<file path="src/hw/rtl/vsrc_pkg.sv">
`timescale 1ns / 1ps
`default_nettype none
// ----------------------------------------------------------------------------
// vsrc_pkg: shared types and constants for video slice reassembly control
// Header, context and result records plus protocol constants.
// ----------------------------------------------------------------------------
package vsrc_pkg;

	// protocol constants
	localparam logic [7:0]  MAGIC_BYTE      = 8'h5A;
	localparam logic [7:0]  TYPE_TELEMETRY  = 8'h01;
	localparam logic [7:0]  TYPE_VIDEO      = 8'h02;
	localparam logic [22:0] FRAME_CAP       = 23'd4194304;
	localparam int          HEADER_BYTES    = 12;
	localparam int          SLICE_MAX_BYTES = 1024;

	// result codes
	typedef enum logic [2:0] {
		OUT_IGNORED   = 3'd0,
		OUT_TELEMETRY = 3'd1,
		OUT_ACCEPTED  = 3'd2,
		OUT_COMPLETE  = 3'd3,
		OUT_DISCARD   = 3'd4
	} outcome_t;

	// decoded packet header
	typedef struct packed {
		logic [7:0]  magic;
		logic [7:0]  packet_type;
		logic [15:0] packet_len;
		logic [15:0] seq_num;
		logic [15:0] frame_num;
		logic [15:0] slice_num;
		logic [31:0] frame_total;
	} hdr_t;

	// reassembly context
	typedef struct packed {
		logic [15:0] cur_frame;
		logic [15:0] expected_slice;
		logic [15:0] last_seq;
		logic [22:0] target_total;
		logic [22:0] fill_count;
	} ctx_t;

	// per-packet result
	typedef struct packed {
		outcome_t    outcome;
		logic [22:0] write_offset;
		logic [10:0] slice_len;
		logic [22:0] frame_len;
	} res_t;

endpackage
`default_nettype wire

</file>
<file path="src/hw/rtl/vsrc_state.sv">
`timescale 1ns / 1ps
`default_nettype none
// ----------------------------------------------------------------------------
// vsrc_state: reassembly context and frame size limit registers
// Holds the frame context and the max frame size register, and derives the
// limit in effect.
// ----------------------------------------------------------------------------
module vsrc_state (
	input  wire logic              clk,
	input  wire logic              arst_n,
	input  wire logic              upd,
	input  wire vsrc_pkg::ctx_t    ctx_nxt,
	input  wire logic              cfg_wr_en,
	input  wire logic [22:0]       cfg_wr_data,
	output vsrc_pkg::ctx_t         ctx,
	output logic [22:0]            limit
);

	vsrc_pkg::ctx_t ctx_q;
	logic [22:0]    max_frame_bytes_q;

	// context update on each processed video packet
	always_ff @(posedge clk or negedge arst_n) begin
		if (!arst_n) begin
			ctx_q <= '0;
		end else if (upd) begin
			ctx_q <= ctx_nxt;
		end
	end

	// configuration register
	always_ff @(posedge clk or negedge arst_n) begin
		if (!arst_n) begin
			max_frame_bytes_q <= vsrc_pkg::FRAME_CAP;
		end else if (cfg_wr_en) begin
			max_frame_bytes_q <= cfg_wr_data;
		end
	end

	assign ctx   = ctx_q;
	// clamp to the frame store size
	assign limit = (max_frame_bytes_q < vsrc_pkg::FRAME_CAP) ? max_frame_bytes_q
	                                                          : vsrc_pkg::FRAME_CAP;

endmodule
`default_nettype wire

</file>
<file path="src/hw/rtl/vsrc_decide.sv">
`timescale 1ns / 1ps
`default_nettype none
// ----------------------------------------------------------------------------
// vsrc_decide: per-packet header decision
// Validates one header against the context and produces the result and the
// next context.
// ----------------------------------------------------------------------------
module vsrc_decide (
	input  wire vsrc_pkg::hdr_t    hdr,
	input  wire vsrc_pkg::ctx_t    ctx,
	input  wire logic [22:0]       limit,
	output vsrc_pkg::res_t         res,
	output vsrc_pkg::ctx_t         ctx_nxt,
	output logic                   upd
);

	localparam logic [15:0] HDR_LEN   = 16'(vsrc_pkg::HEADER_BYTES);
	localparam logic [15:0] SLICE_MAX = 16'(vsrc_pkg::SLICE_MAX_BYTES);

	logic        base_ok;
	logic        video_ok;
	logic [15:0] bytes;
	logic        first;
	logic [15:0] eff_cur;
	logic [15:0] eff_exp;
	logic [22:0] eff_target;
	logic [22:0] eff_fill;
	logic [15:0] seq_inc;
	logic        brk;
	logic [23:0] sum;
	logic        ovf;
	logic        done;

	// header screening
	assign base_ok  = (hdr.packet_len >= 16'd2) && (hdr.magic == vsrc_pkg::MAGIC_BYTE);
	assign bytes    = hdr.packet_len - HDR_LEN;
	assign video_ok = base_ok && (hdr.packet_type == vsrc_pkg::TYPE_VIDEO)
	               && (hdr.packet_len > HDR_LEN) && (bytes <= SLICE_MAX)
	               && (hdr.frame_total != 32'd0)
	               && (hdr.frame_total <= {9'd0, limit});

	// slice 0 opens a new frame before the continuity checks
	assign first      = (hdr.slice_num == 16'd0);
	assign eff_cur    = first ? hdr.frame_num : ctx.cur_frame;
	assign eff_exp    = first ? 16'd0 : ctx.expected_slice;
	assign eff_target = first ? hdr.frame_total[22:0] : ctx.target_total;
	assign eff_fill   = first ? 23'd0 : ctx.fill_count;

	// continuity and overflow
	assign seq_inc = ctx.last_seq + 16'd1;
	assign brk     = (hdr.frame_num != eff_cur) || (hdr.slice_num != eff_exp)
	              || ((eff_exp != 16'd0) && (seq_inc != hdr.seq_num));
	assign sum     = {1'b0, eff_fill} + {8'd0, bytes};
	assign ovf     = (sum > {1'b0, eff_target});
	assign done    = (sum[22:0] == eff_target);

	assign upd = video_ok;

	// result and next context
	always_comb begin
		res                    = '0;
		res.outcome            = vsrc_pkg::OUT_IGNORED;
		ctx_nxt                = ctx;
		ctx_nxt.cur_frame      = eff_cur;
		ctx_nxt.expected_slice = eff_exp;
		ctx_nxt.target_total   = eff_target;
		ctx_nxt.fill_count     = eff_fill;
		if (base_ok && (hdr.packet_type == vsrc_pkg::TYPE_TELEMETRY)) begin
			res.outcome = vsrc_pkg::OUT_TELEMETRY;
		end else if (video_ok) begin
			if (brk || ovf) begin
				res.outcome            = vsrc_pkg::OUT_DISCARD;
				ctx_nxt.expected_slice = 16'd0;
				ctx_nxt.target_total   = 23'd0;
				ctx_nxt.fill_count     = 23'd0;
			end else begin
				res.write_offset = eff_fill;
				res.slice_len    = bytes[10:0];
				ctx_nxt.last_seq = hdr.seq_num;
				if (done) begin
					res.outcome            = vsrc_pkg::OUT_COMPLETE;
					res.frame_len          = eff_target;
					ctx_nxt.expected_slice = 16'd0;
					ctx_nxt.target_total   = 23'd0;
					ctx_nxt.fill_count     = 23'd0;
				end else begin
					res.outcome            = vsrc_pkg::OUT_ACCEPTED;
					ctx_nxt.expected_slice = eff_exp + 16'd1;
					ctx_nxt.fill_count     = sum[22:0];
				end
			end
		end
	end

endmodule
`default_nettype wire

</file>
<file path="src/hw/rtl/video_slice_reassembly_control_top.sv">
`timescale 1ns / 1ps
`default_nettype none
// Path: an accepted header beat is held in the input register, then its
// decision lands in the result register.
// Throughput: one header per cycle unless m_tready stalls the result beat; the
// context is read and updated in the same cycle as the decision, so no gaps.
// Reset: arst_n clears context, valid flags and sets max_frame_bytes to 4 MiB.
// ----------------------------------------------------------------------------
// video_slice_reassembly_control_top: header control for frame reassembly
// Checks each packet header, tracks slice and sequence continuity and reports
// store offsets, frame completion and discards.
// ----------------------------------------------------------------------------
module video_slice_reassembly_control_top (
	input  wire logic          clk,
	input  wire logic          arst_n,
	// slave side: header beats
	input  wire logic          s_tvalid,
	output logic               s_tready,
	// magic[7:0], packet_len[23:8], seq_num[39:24], frame_num[55:40],
	// slice_num[71:56], frame_total[103:72]
	input  wire logic [103:0]  s_tdata,
	// packet_type[7:0]
	input  wire logic [7:0]    s_tuser,
	// master side: result beats
	output logic               m_tvalid,
	input  wire logic          m_tready,
	// write_offset[22:0], slice_len[33:23], frame_len[56:34], zero[63:57]
	output logic [63:0]        m_tdata,
	// outcome[2:0]
	output logic [2:0]         m_tuser,
	// configuration
	input  wire logic          cfg_wr_en,
	input  wire logic [22:0]   cfg_wr_data
);

	vsrc_pkg::hdr_t hdr_s1;
	logic           valid_s1;
	vsrc_pkg::res_t res_q;
	logic           out_valid_q;
	logic           adv;
	logic           in_acc;

	vsrc_pkg::ctx_t ctx;
	vsrc_pkg::ctx_t ctx_nxt;
	vsrc_pkg::res_t res;
	logic [22:0]    limit;
	logic           upd;

	// handshake
	assign adv      = valid_s1 && (!out_valid_q || m_tready);
	assign s_tready = !valid_s1 || adv;
	assign in_acc   = s_tvalid && s_tready;

	// input register
	always_ff @(posedge clk or negedge arst_n) begin
		if (!arst_n) begin
			valid_s1 <= 1'b0;
		end else if (s_tready) begin
			valid_s1 <= s_tvalid;
		end
	end

	always_ff @(posedge clk) begin
		if (in_acc) begin
			hdr_s1.magic       <= s_tdata[7:0];
			hdr_s1.packet_type <= s_tuser;
			hdr_s1.packet_len  <= s_tdata[23:8];
			hdr_s1.seq_num     <= s_tdata[39:24];
			hdr_s1.frame_num   <= s_tdata[55:40];
			hdr_s1.slice_num   <= s_tdata[71:56];
			hdr_s1.frame_total <= s_tdata[103:72];
		end
	end

	vsrc_decide u_decide (
		.hdr     (hdr_s1),
		.ctx     (ctx),
		.limit   (limit),
		.res     (res),
		.ctx_nxt (ctx_nxt),
		.upd     (upd)
	);

	vsrc_state u_state (
		.clk         (clk),
		.arst_n      (arst_n),
		.upd         (adv && upd),
		.ctx_nxt     (ctx_nxt),
		.cfg_wr_en   (cfg_wr_en),
		.cfg_wr_data (cfg_wr_data),
		.ctx         (ctx),
		.limit       (limit)
	);

	// result register
	always_ff @(posedge clk or negedge arst_n) begin
		if (!arst_n) begin
			out_valid_q <= 1'b0;
		end else if (adv) begin
			out_valid_q <= 1'b1;
		end else if (m_tready) begin
			out_valid_q <= 1'b0;
		end
	end

	always_ff @(posedge clk) begin
		if (adv) begin
			res_q <= res;
		end
	end

	assign m_tvalid = out_valid_q;
	assign m_tuser  = res_q.outcome;
	assign m_tdata  = {7'd0, res_q.frame_len, res_q.slice_len, res_q.write_offset};

	// checks
	ast_fill_bounded: assert property (@(posedge clk) disable iff (!arst_n)
		ctx.fill_count <= ctx.target_total)
		else $error("fill count beyond frame total");

	ast_flen_only_complete: assert property (@(posedge clk) disable iff (!arst_n)
		(m_tvalid && (res_q.frame_len != 23'd0)) |-> (res_q.outcome == vsrc_pkg::OUT_COMPLETE))
		else $error("frame length on a non-complete result");

	ast_len_only_stored: assert property (@(posedge clk) disable iff (!arst_n)
		(m_tvalid && (res_q.slice_len != 11'd0)) |->
		((res_q.outcome == vsrc_pkg::OUT_ACCEPTED) || (res_q.outcome == vsrc_pkg::OUT_COMPLETE)))
		else $error("slice length on a result that stores nothing");

	ast_ctx_hold: assert property (@(posedge clk) disable iff (!arst_n)
		!adv |=> $stable(ctx))
		else $error("context changed without a processed header");

endmodule
`default_nettype wire
</file>
<file path="config.mk">
export PLATFORM = sky130hd
export DESIGN_NAME = video_slice_reassembly_control_top
export DESIGN_NICKNAME = d
export VERILOG_FILES = /design/src/hw/rtl/vsrc_pkg.sv /design/src/hw/rtl/vsrc_state.sv /design/src/hw/rtl/vsrc_decide.sv /design/src/hw/rtl/video_slice_reassembly_control_top.sv
export SDC_FILE = /design/constraint.sdc
export NUM_CORES = 1
export LEC_CHECK = 0
export CORE_ASPECT_RATIO = 0.9
export CORE_MARGIN = 5
export CORE_UTILIZATION = 64
export DETAILED_ROUTE_END_ITERATION = 8
export DONT_BUFFER_PORTS = 1
export PLACE_DENSITY = 0.83
export SLEW_MARGIN = 10
export SYNTH_ARGS = -nofsm -noshare
export SYNTH_HDL_FRONTEND = slang
export SYNTH_HIERARCHICAL = 1
export SYNTH_SLANG_ARGS = --single-unit
export TNS_END_PERCENT = 30
</file>
<file path="constraint.sdc">
create_clock -name clk -period 8.8 [get_ports clk]
set_input_delay 0.88 -clock clk [delete_from_list [all_inputs] [get_ports clk]]
set_output_delay 0.88 -clock clk [all_outputs]
set_load 0.01 [all_outputs]
</file>
==> results.md, run 1 <==
* Status: complete, no violations
* Cell count of the worst reg-to-reg path at 20
* Logic pwr share at around 5.6%
* Max capacitance violation total at 0
* Worst-Margin Slew at roughly 1100 ps
* Worst Setup EP: u_state/ctx[52]
* Netlist cell types at 78
* Fmax at 0.1309 GHz
* Inserted Clock Buffers at 29
* Maximum VDD drop at 0.1703 mV
* Sink Count at approximately 290
* CP startpoint: hdr_s1[33]
* Unrepaired setup endpoints after global routing: false
* TritonCTS clock tree: done
* I/O Buffers at 0
* Layout fillers at 1719
* Startpoint types: flop
* Share of layout cells above drive strength 1 at 15.79%
* Psw at 664.3 uW
* First-pass GRT wire length at between 50000 and 60000 um
* Antenna Violating Nets Remaining at 0
* Post-CTS setup buffer count at 0
* Pwr/cell area at about 180 mW/mm^2
* Post-synthesis compound-gate area fraction at 7.064%
* Total gr overflow at 0
* Synth Warn # at 6
* Mapped Area at 0.01555 sq mm
* First drt pass iteration count at 5
* Worst-Skew Late Latency at 550 ps
* Adder-cell share of the synthesized area at 5.519%
* Multi-input gate area at 0.006900 sq mm
* Synth-to-Final Area Change at 7.764%
* Peak fanout along the critical path at 22
* Vias per Instance at roughly 6.2
* Switching Share at 21.74%
* Vias in the first global route at 10360
* Ports at approximately 210
* Placed insts at 1601
* Avg WL per Cell at 20.95 um
* Register area at 0.008144 sq mm
* Final setup fails at 0
* Pins Over Slew Limit at 0
* Syn_area_per_cell at 11.61 sq um
* Seq pwr share at 51.6%
* Worst reg2reg path endpoint: u_state/ctx[52]
* Chip height at around 160 um
* Critical Path AT at 8070 ps
* Leak Pwr at 7.040 nW
* HPWL after DPL at 24880 um
* Async set or reset register ratio after synthesis at 40.89%
* Crit share post-route at 86.82%
* FF-to-FF Start: hdr_s1[33]
* Post-layout min period at 7640 ps
* First DRT Iteration DRCs at 729
* Final Skew at 22.17 ps
* Cell-internal power at ~2.4 mW
* Routability cong. at 0.9645
* H-tree levels at 1
* Fin cells at between 1500 and 2000
* Clock Path Buffers at 3
* Kind of critical path: reg2reg
* Antenna diodes at 0
* Post-synth EDFFs at 172
* Clk root buf: clkbuf_16
* Clk pwr share at 42.8%
* Multiplexer area fraction after synthesis at 11.40%
* Seq/Total Area, Yosys at a little over half
* FF-to-FF setup slack at 1160 ps
* Total track usage at 24.86%
* Routed WL at about 35000 um
* Xor/xnor cell area share of the yosys netlist at approximately 4.4%
* Core area at between 0.02 and 0.025 sq mm
* Fin Setup TNS at 0 ps
* Die Wd at approximately 170 um
* Vias at slightly above 10000
* Largest family of logic cells by synthesized area: simple AND/OR/NAND/NOR gates
* Largest net degree at the start of global routing at 120
* Mapped Cells at 1340
* Post-CTS sizing at 0
* Final nets at 1534
* Register bit total from synthesis at 291
* DRC errors left at 0
* Synth Area in Simple Gates at 15.58%
* Clock transition at path regs at 60 ps
* Antenna violations before repair at 0
* Worst rel slew slack at roughly 28%
* Final Hold Fails at 0
* Hold Crit Class: in2async
* Rows at 54
* Top_reg_cell synth: edfxtp_1
* Die ar. at 0.02752 sq mm
* Critical Path RT at 9230 ps
* Initial Util at between 60% and 70%
* CP endpoint kind: flop
[power by group through the flow]
stage	sequential [mW]	clock (mW)	combinational, mW
after global routing	1.58	1.40	0.194
final	1.58	1.31	0.172
after floorplan	1.58	0	0.137
after CTS	1.58	1.33	0.171
after detailed placement	1.60	0	0.169
after global placement	1.60	0	0.159
[per-layer routing]
| layer | wire length [um] | vias to the layer above | GRT usage (%) |
|---|---|---|---|
| met1 | 15060 | 4980 | 34.50 |
| met3 | 2855 | 60 | 6.113 |
| li1 | - | 4829 | - |
| met5 | 0 | - | 0 |
| met2 | 15770 | 424 | 39.67 |
| met4 | 1022 | 0 | 6.973 |
[how the worst min path moves through the flow]
stage                                 start                      endpoint  slack (ps)  depth (start not counted)
2_1_floorplan                u_state/ctx[0]                u_state/ctx[0]         470                          1
5_1_grt                              arst_n               u_state/ctx[52]           7                          0
3_3_place_gp                u_state/ctx[13]               u_state/ctx[13]         480                          1
6_report                             arst_n               u_state/ctx[42]          30                          0
3_5_place_dp   u_state/max_frame_bytes_q[3]  u_state/max_frame_bytes_q[3]         490                          1
4_1_cts                              arst_n               u_state/ctx[53]           3                          0
[critical path: stages (launching register included)]
cell and delay [ps]:
edfxtp_1 440, or4_4 600, or4_4 710, and2_1 250, ha_1 330, and3_1 230
a221o_1 370, a21oi_1 270, a21oi_1 200, or2_2 360, o311ai_0 580, ha_1 360
nand4_1 110, nor4b_1 80, a221o_1 310, a211oi_1 380, nor2_1 110, or4b_1 850
buf_4 380, mux2_4 320, mux2_2 270
[cell families (layout without fill, tap and decap cells)]
| family | count (synthesis) | in the layout |
|---|---|---|
| other | 1 | 7 |
| multiplexers | 156 | 156 |
| XOR/XNOR | 79 | 79 |
| flip-flops | 291 | 291 |
| buffers and inverters | 120 | 123 |
| AO/OA/AOI/OAI | 156 | 156 |
| AND/OR/NAND/NOR | 469 | 469 |
| adder cells (fa/ha/maj) | 68 | 68 |
[registers in the layout (all words and copies together) (netlist names)]
register	flops
m_tuser	3
u_state/max_frame_bytes_q	23
valid_s1	1
m_tvalid	1
m_tdata	57
hdr_s1	112
u_state/ctx	94
[cell usage after synthesis (all sizes together) (3+ instances only)]
cell type,number,area [sq um]
edfxtp,172,5165
mux2,133,1543
nand2,122,460.5
dfrtp,118,2953
nor2,94,352.8
ha,67,838.3
inv,58,217.7
xnor2,49,429.2
and2,37,234.0
nand3,36,180.2
clkbuf,35,132.6
a21oi,34,170.2
nor2b,30,187.7
nor3,30,155.1
xor2,30,262.8
o21ai,29,145.1
buf,27,207.7
nand4,24,150.1
mux2i,23,230.2
nor4,23,150.1
a21o,18,135.1
and3,14,87.58
or4,12,97.59
o31ai,9,95.09
nand3b,8,72.57
or2,8,50.05
nand2b,7,46.30
o21a,7,52.55
o41ai,7,68.82
or3,7,43.79
a211oi,6,45.04
a31oi,6,43.79
o22ai,6,37.54
nor4b,5,43.79
a2111oi,4,35.03
a41oi,4,35.03
nand4b,4,35.03
o211ai,4,35.03
o2bb2ai,3,26.28
[per-stage QoR]
step	instance area, sq um	power, mW	worst slack [ps]	util [%]	hold WS [ps]
3_3_place_gp	15710	1.760	1560	65.13	481.3
2_1_floorplan	15570	1.720	2019	-	472.0
3_5_place_dp	15710	1.773	1241	65.13	487.8
4_1_cts	16730	3.078	1236	69.37	3.339
6_report	16760	3.055	1160	69.48	31.39
5_1_grt	16760	3.177	749.7	69.48	6.687
[layout by cell type (no fill, tap or decap), types with 29 or more instances in the layout]
master,count
xnor2_1,49
clkbuf_16,29
xor2_1,30
nand3_1,36
nor2b_1,30
edfxtp_1,172
mux2_2,121
dfrtp_1,118
and2_1,35
o21ai_0,29
nor3_1,29
ha_1,67
inv_1,57
nor2_1,93
nand2_1,121
a21oi_1,34
[cell type report]
cell class                 count  area share, %
sequential                   291          48.60
multi-input combinational    935          41.18
clock buffer                  35          4.584
tap                          308          2.300
clock inverter                19          1.523
inverter                      58          1.299
timing repair buffer          11         0.5226
[timing repair]
action	in CTS	in global routing
hold endpoints to repair	0	5
endpoints found under the setup margin	0	0
hold buffers	0	2
No activity file was read; power rests on OpenSTA's default activity.
==> run 2, diff against run 1 <==
--- a/config.mk
+++ b/config.mk
@@ -5,7 +5,7 @@
 export SDC_FILE = /design/constraint.sdc
 export NUM_CORES = 1
 export LEC_CHECK = 0
-export CORE_ASPECT_RATIO = 0.9
+export CORE_ASPECT_RATIO = 0.7
 export CORE_MARGIN = 5
 export CORE_UTILIZATION = 64
 export DETAILED_ROUTE_END_ITERATION = 8
@@ -16,4 +16,4 @@
 export SYNTH_HDL_FRONTEND = slang
 export SYNTH_HIERARCHICAL = 1
 export SYNTH_SLANG_ARGS = --single-unit
-export TNS_END_PERCENT = 30
+export TNS_END_PERCENT = 20
==> results.md, run 2 (synthesis gave the netlist of run 1 again) <==
* Worst-Margin Slew at 1093 ps
* Post-CTS setup buffer count at 0
* DRC errors left at 0
* Rows at 47
* Clk root buf: clkbuf_16
* Total gr overflow at 0
* Slowest stage delay, CP at 820 ps
* Maximum VDD drop at 0.2402 mV
* Vias at approximately 10000
* TritonCTS clock tree: done
* Pre-CTS setup slack at ~1600 ps
* Most common cell after layout, fill and taps aside: edfxtp_1
* Clock transition at path regs at 70 ps
* Sink Count at 291
* Kind of critical path: reg2reg
* Vias per Instance at 6.235
* Leak Pwr at 7.037 nW
* Die ar. at ~0.028 sq mm
* Critical Path AT at 7890 ps
* Peak fanout along the critical path at 48
* Startpoint types: flop
* Inserted Clock Buffers at 28
* Initial Util at 65.46%
* Ports at 209
* Final nets at approximately 1500
* Antenna violations before repair at 1
* Unrepaired setup endpoints after global routing: false
* Max capacitance violation total at 0
* H-tree levels at 1
* Routability cong. at 0.9349
* Most frequent cells in the layout: edfxtp_1, nand2_1, mux2_2
* First drt pass iteration count at 5
* Avg WL per Cell at 21.37 um
* Largest net degree at the start of global routing at 79
* Critical Path RT at 9280 ps
* Synth-to-Final Area Change at 7.748%
* Final Skew at 25.82 ps
* Clock Path Buffers at 3
* Vias in the first global route at 10200
* Post-layout min period at 7409 ps
* HPWL after DPL at 25170 um
* Crit-path cells: or4_1 > or4_4 > and2_1 > ha_1 > and3_1 > a221o_1 > a21oi_1 > nor2b_1 > and3_1 > o41ai_1 > and3_1 > xnor2_1 > nor2_1 > ha_1 > a21o_1 > a21oi_1 > o21ai_0 > a211oi_1 > nand2_1 > nor3_4 > buf_4 > nand3b_1 > a21oi_1 > mux2_2
* Total track usage at between 20% and 30%
* Chip height at 140.4 um
* Worst rel slew slack at a little over a quarter
* Final Hold Fails at 0
* CP max stage cell: or4_4
* Largest register FFs at 112
* Routed WL at 35580 um
* Pins Over Slew Limit at 0
* Fmax at 0.1350 GHz
* Worst-Skew Late Latency at 570 ps
* First-pass GRT wire length at around 57000 um
* Final worst setup slack at 1391 ps
* Share of layout cells above drive strength 1 at 15.96%
* Antenna diodes at 0
* Hold Crit Class: in2async
* Final setup fails at 0
* Antenna Violating Nets Remaining at 0
* Fin Setup TNS at 0 ps
* Die Wd at 196.3 um
* Core area at 0.02376 sq mm
* Pwr/cell area at 180.5 mW/mm^2
* I/O Buffers at 0
* Status: complete, no violations
* Crit share post-route at 84.20%
* CP endpoint kind: flop
* First DRT Iteration DRCs at ~890
* Top reg by flops: hdr_s1
## run 2: changes by cell type in the layout (fill, tap and decap cells not counted), sizes merged
cell,before,now
dlygate4sd3,2,1
clkinv,10,7
bufinv,6,5
buf,9,11
inv,59,60
## run 2: power breakdown
group / total (mW) / leakage (nW) / internal [mW] / switching (mW)
Combinational: 0.178 / 3.27 / 0.0715 / 0.107
Clock: 1.27 / 0.478 / 0.754 / 0.516
Sequential: 1.58 / 3.29 / 1.52 / 0.0541
Total: 3.02 / 7.04 / 2.35 / 0.676
## run 2: metal layers
layer  up-vias  share of wire (%)  GRT usage (%)  wire (um)
li1       4831                  -              -          -
met1      5046                 46          38.69      16220
met2       430                 43          37.64      15400
met3        72                8.5          5.473       3017
met4         2                2.6          6.353        939
met5         -              0.020              0          7
## run 2: what timing repair did
item / CTS / global route
hold buffers: 2 / 0
endpoints found under the hold margin: 63 / 0
resized for setup: 0 / 0
## run 2: metrics by stage
step | total power [mW] | area, sq um | utilization, % | cells | hold WS, ps
floorplan | 1.720 | 15570 | - | 1346 | 472.0
global placement | 1.762 | 15730 | 66.21 | 1612 | 481.2
detailed placement | 1.773 | 15730 | 66.21 | 1612 | 487.9
CTS | 3.047 | 16760 | 70.53 | 1665 | 12.42
global route | 3.144 | 16760 | 70.53 | 1665 | 8.052
finish | 3.025 | 16760 | 70.53 | 1665 | 35.11
## run 2: path summary, 6_finish.rpt
path / from / to / slack (ps) / depth (start not counted)
worst max register to register: hdr_s1[38] / u_state/ctx[19] / 1390 / 24
worst min-delay path: arst_n / u_state/ctx[65] / 40 / 0
max in group asynchronous: arst_n / u_state/ctx[32] / 7610 / 1
worst max-delay path: hdr_s1[38] / u_state/ctx[19] / 1390 / 24
worst min register to register: u_state/ctx[2] / u_state/ctx[2] / 500 / 1
min in group clk: s_tdata[89] / hdr_s1[17] / 410 / 0
## run 2: area by class of cell
type                    instances  area (sq um)
flip-flops and latches        291          8144
fillers                      1668          7002
multi-input cells             935          6895
clock buffers                  35         747.0
well taps                     318         397.9
clock inverters                16         241.5
inverters                      58         217.7
repair buffers                 12         112.6
## run 2: worst max-delay path: cells and delay by family, from the launching register on
| family | cells | cell delay [ps] |
|---|---|---|
| XOR/XNOR | 1 | 140 |
| flip-flops | 1 | 420 |
| adder cells (fa/ha/maj) | 2 | 690 |
| buffers and inverters | 1 | 360 |
| AO/OA/AOI/OAI | 8 | 1970 |
| AND/OR/NAND/NOR | 11 | 3550 |
| multiplexers | 1 | 180 |
==> run 3, diff against run 2 <==
--- a/config.mk
+++ b/config.mk
@@ -7,10 +7,10 @@
 export LEC_CHECK = 0
 export CORE_ASPECT_RATIO = 0.7
 export CORE_MARGIN = 5
-export CORE_UTILIZATION = 64
+export CORE_UTILIZATION = 58
 export DETAILED_ROUTE_END_ITERATION = 8
 export DONT_BUFFER_PORTS = 1
-export PLACE_DENSITY = 0.83
+export PLACE_DENSITY = 0.79
 export SLEW_MARGIN = 10
 export SYNTH_ARGS = -nofsm -noshare
 export SYNTH_HDL_FRONTEND = slang
==> constraint.sdc (replaced) <==
create_clock -name clk -period 6.2 [get_ports clk]
set_input_delay 0.62 -clock clk [delete_from_list [all_inputs] [get_ports clk]]
set_output_delay 0.62 -clock clk [all_outputs]
set_load 0.01 [all_outputs]
==> results.md, run 3 (synthesis gave the netlist of run 1 again) <==
* Core area at 0.02659 sq mm
* Worst-Margin Slew at approximately 820 ps
* Routability cong. at between 0.9 and 1
* Synth-to-Final Area Change at 15.33%
* Placed insts at roughly 1700
* Top reg by flops: hdr_s1
* Crit share post-route at 102.5%
* Post-layout min period at 6353 ps
* Clock Path Buffers at 3
* HPWL after DPL at 26920 um
* Routed WL at 39000 um
* Post-DP Area at 0.01659 sq mm
* First DRT Iteration DRCs at between 900 and 1000
* Cell count of the worst reg-to-reg path at 22
* Share of layout cells above drive strength 1 at 25.35%
* Final setup fails at 67
* Pwr/cell area at 236.6 mW/mm^2
* Vias per Instance at 6.041
* Failing checks: setup timing
* H-tree levels at 1
* Largest register FFs at 112
* Die ar. at 0.03024 sq mm
* DRC errors left at 0
* Ports at 209
* Pins Over Slew Limit at 0
* Most common cell after layout, fill and taps aside: edfxtp_1
* Fin cells at 1794
* CP endpoint kind: flop
* First drt pass iteration count at 6
* Final Skew at between 10 and 15 ps
* Final Util at between 60% and 70%
* Sink Count at 291
* Total gr overflow at 0
* Worst rel slew slack at 45.04%
* Maximum VDD drop at 0.2197 mV
* Worst-Skew Late Latency at around 560 ps
* Inserted Clock Buffers at 28
* Initial Util at between 50 and 60%
* Avg WL per Cell at 21.74 um
* Total track usage at ~25%
* Antenna violations before repair at 2
* Unrepaired setup endpoints after global routing: true
* Fin Hold WS at 13.08 ps
* Vias at 10840
* TritonCTS clock tree: done
* Peak fanout along the critical path at 7
* Die Wd at 205.7 um
* Layout fillers at just under 2000
* Worst Setup EP: u_state/ctx[59]
* Pre-CTS setup slack at -303.5 ps
* Leak Pwr at 7.543 nW
* Vias in the first global route at 10700
* Chip height at 147 um
* I/O Buffers at 0
* Fin Setup TNS at -6055 ps
* Worst reg2reg path endpoint: u_state/ctx[59]
* Final Hold Fails at 0
* Tot Pwr at 4.243 mW
* Antenna Violating Nets Remaining at 0
* Final worst setup slack at -152.8 ps
* Status: complete, but fails checks
* Critical Path RT at 6640 ps
* Kind of critical path: reg2reg
* Fmax at about 0.16 GHz
* Final nets at roughly 1600
* Most frequent cells in the layout: edfxtp_1, nand2_1, dfrtp_1
* Critical Path AT at 6790 ps
* First-pass GRT wire length at 60550 um
* Fin area at 0.01793 sq mm
* Clock transition at path regs at 60 ps
* Largest net degree at the start of global routing at 120
* Hold Crit Class: in2async
* FF-to-FF Start: hdr_s1[40]
* FF-to-FF setup slack at -150 ps
* Startpoint types: flop
* Rows at 50
* Max capacitance violation total at 0
* CP startpoint: hdr_s1[40]
* Clk root buf: clkbuf_16
## run 3: changes by cell type in the layout (fill, tap and decap cells not counted), moves of 6 or more
cell	change
a21oi_1	-6
and2_1	-11
and2_4	+11
buf_4	+69
ha_1	-8
ha_4	+8
mux2_2	-11
mux2_4	+11
## run 3: repair_timing
item,4_1_cts,5_1_grt
hold endpoints to repair,119,0
buffers inserted,6,10
endpoints found under the setup margin,51,109
hold buffers,1,0
resized for setup,17,31
pin swaps,10,25
cloned,1,3
## run 3: worst min path at each step
stage | end | startpoint | depth (start not counted)
6_report | u_state/ctx[50] | arst_n | 1
5_1_grt | u_state/ctx[52] | arst_n | 1
4_1_cts | u_state/ctx[50] | arst_n | 1
3_5_place_dp | u_state/ctx[52] | arst_n | 0
3_3_place_gp | u_state/ctx[50] | arst_n | 0
2_1_floorplan | m_tvalid | arst_n | 0
## run 3: critical path: stages (launching register included)
cell,delay [ps]
edfxtp_1,400
or4_4,570
or4_4,660
and2_4,210
ha_1,340
o21a_1,180
o31ai_4,90
buf_4,140
a21oi_2,160
nor2b_4,70
o2bb2ai_2,150
o41a_1,410
or3_4,400
xor2_2,190
ha_1,320
a21oi_1,160
o21ai_1,110
a211oi_2,280
nor2_2,80
or4b_4,570
clkbuf_16,200
mux2_4,300
mux2_4,250
## run 3: routing by layer
layer | vias to the layer above | GRT usage [%] | share of wire, %
li1 | 4992 | - | -
met1 | 5336 | 37.01 | 45
met2 | 417 | 38.01 | 44
met3 | 92 | 5.803 | 7.7
met4 | 0 | 7.363 | 3.1
met5 | - | 0 | 0
## run 3: cell type report
class / count / area [sq um] / area share [%]
Timing Repair Buffer: 91 / 810.8 / 4.521
Antenna cell: 2 / 5.005 / 0.02791
Sequential cell: 291 / 8144 / 45.41
Inverter: 58 / 225.2 / 1.256
Tap cell: 364 / 455.4 / 2.539
Clock buffer: 34 / 754.5 / 4.207
Multi-Input combinational cell: 936 / 7387 / 41.19
Clock inverter: 18 / 152.6 / 0.8511
## run 3: report_power, final
group / total (mW) / switching [mW] / internal [mW]
clock: 1.70 / 0.750 / 0.953
sequential: 2.23 / 0.0730 / 2.16
combinational: 0.306 / 0.179 / 0.127
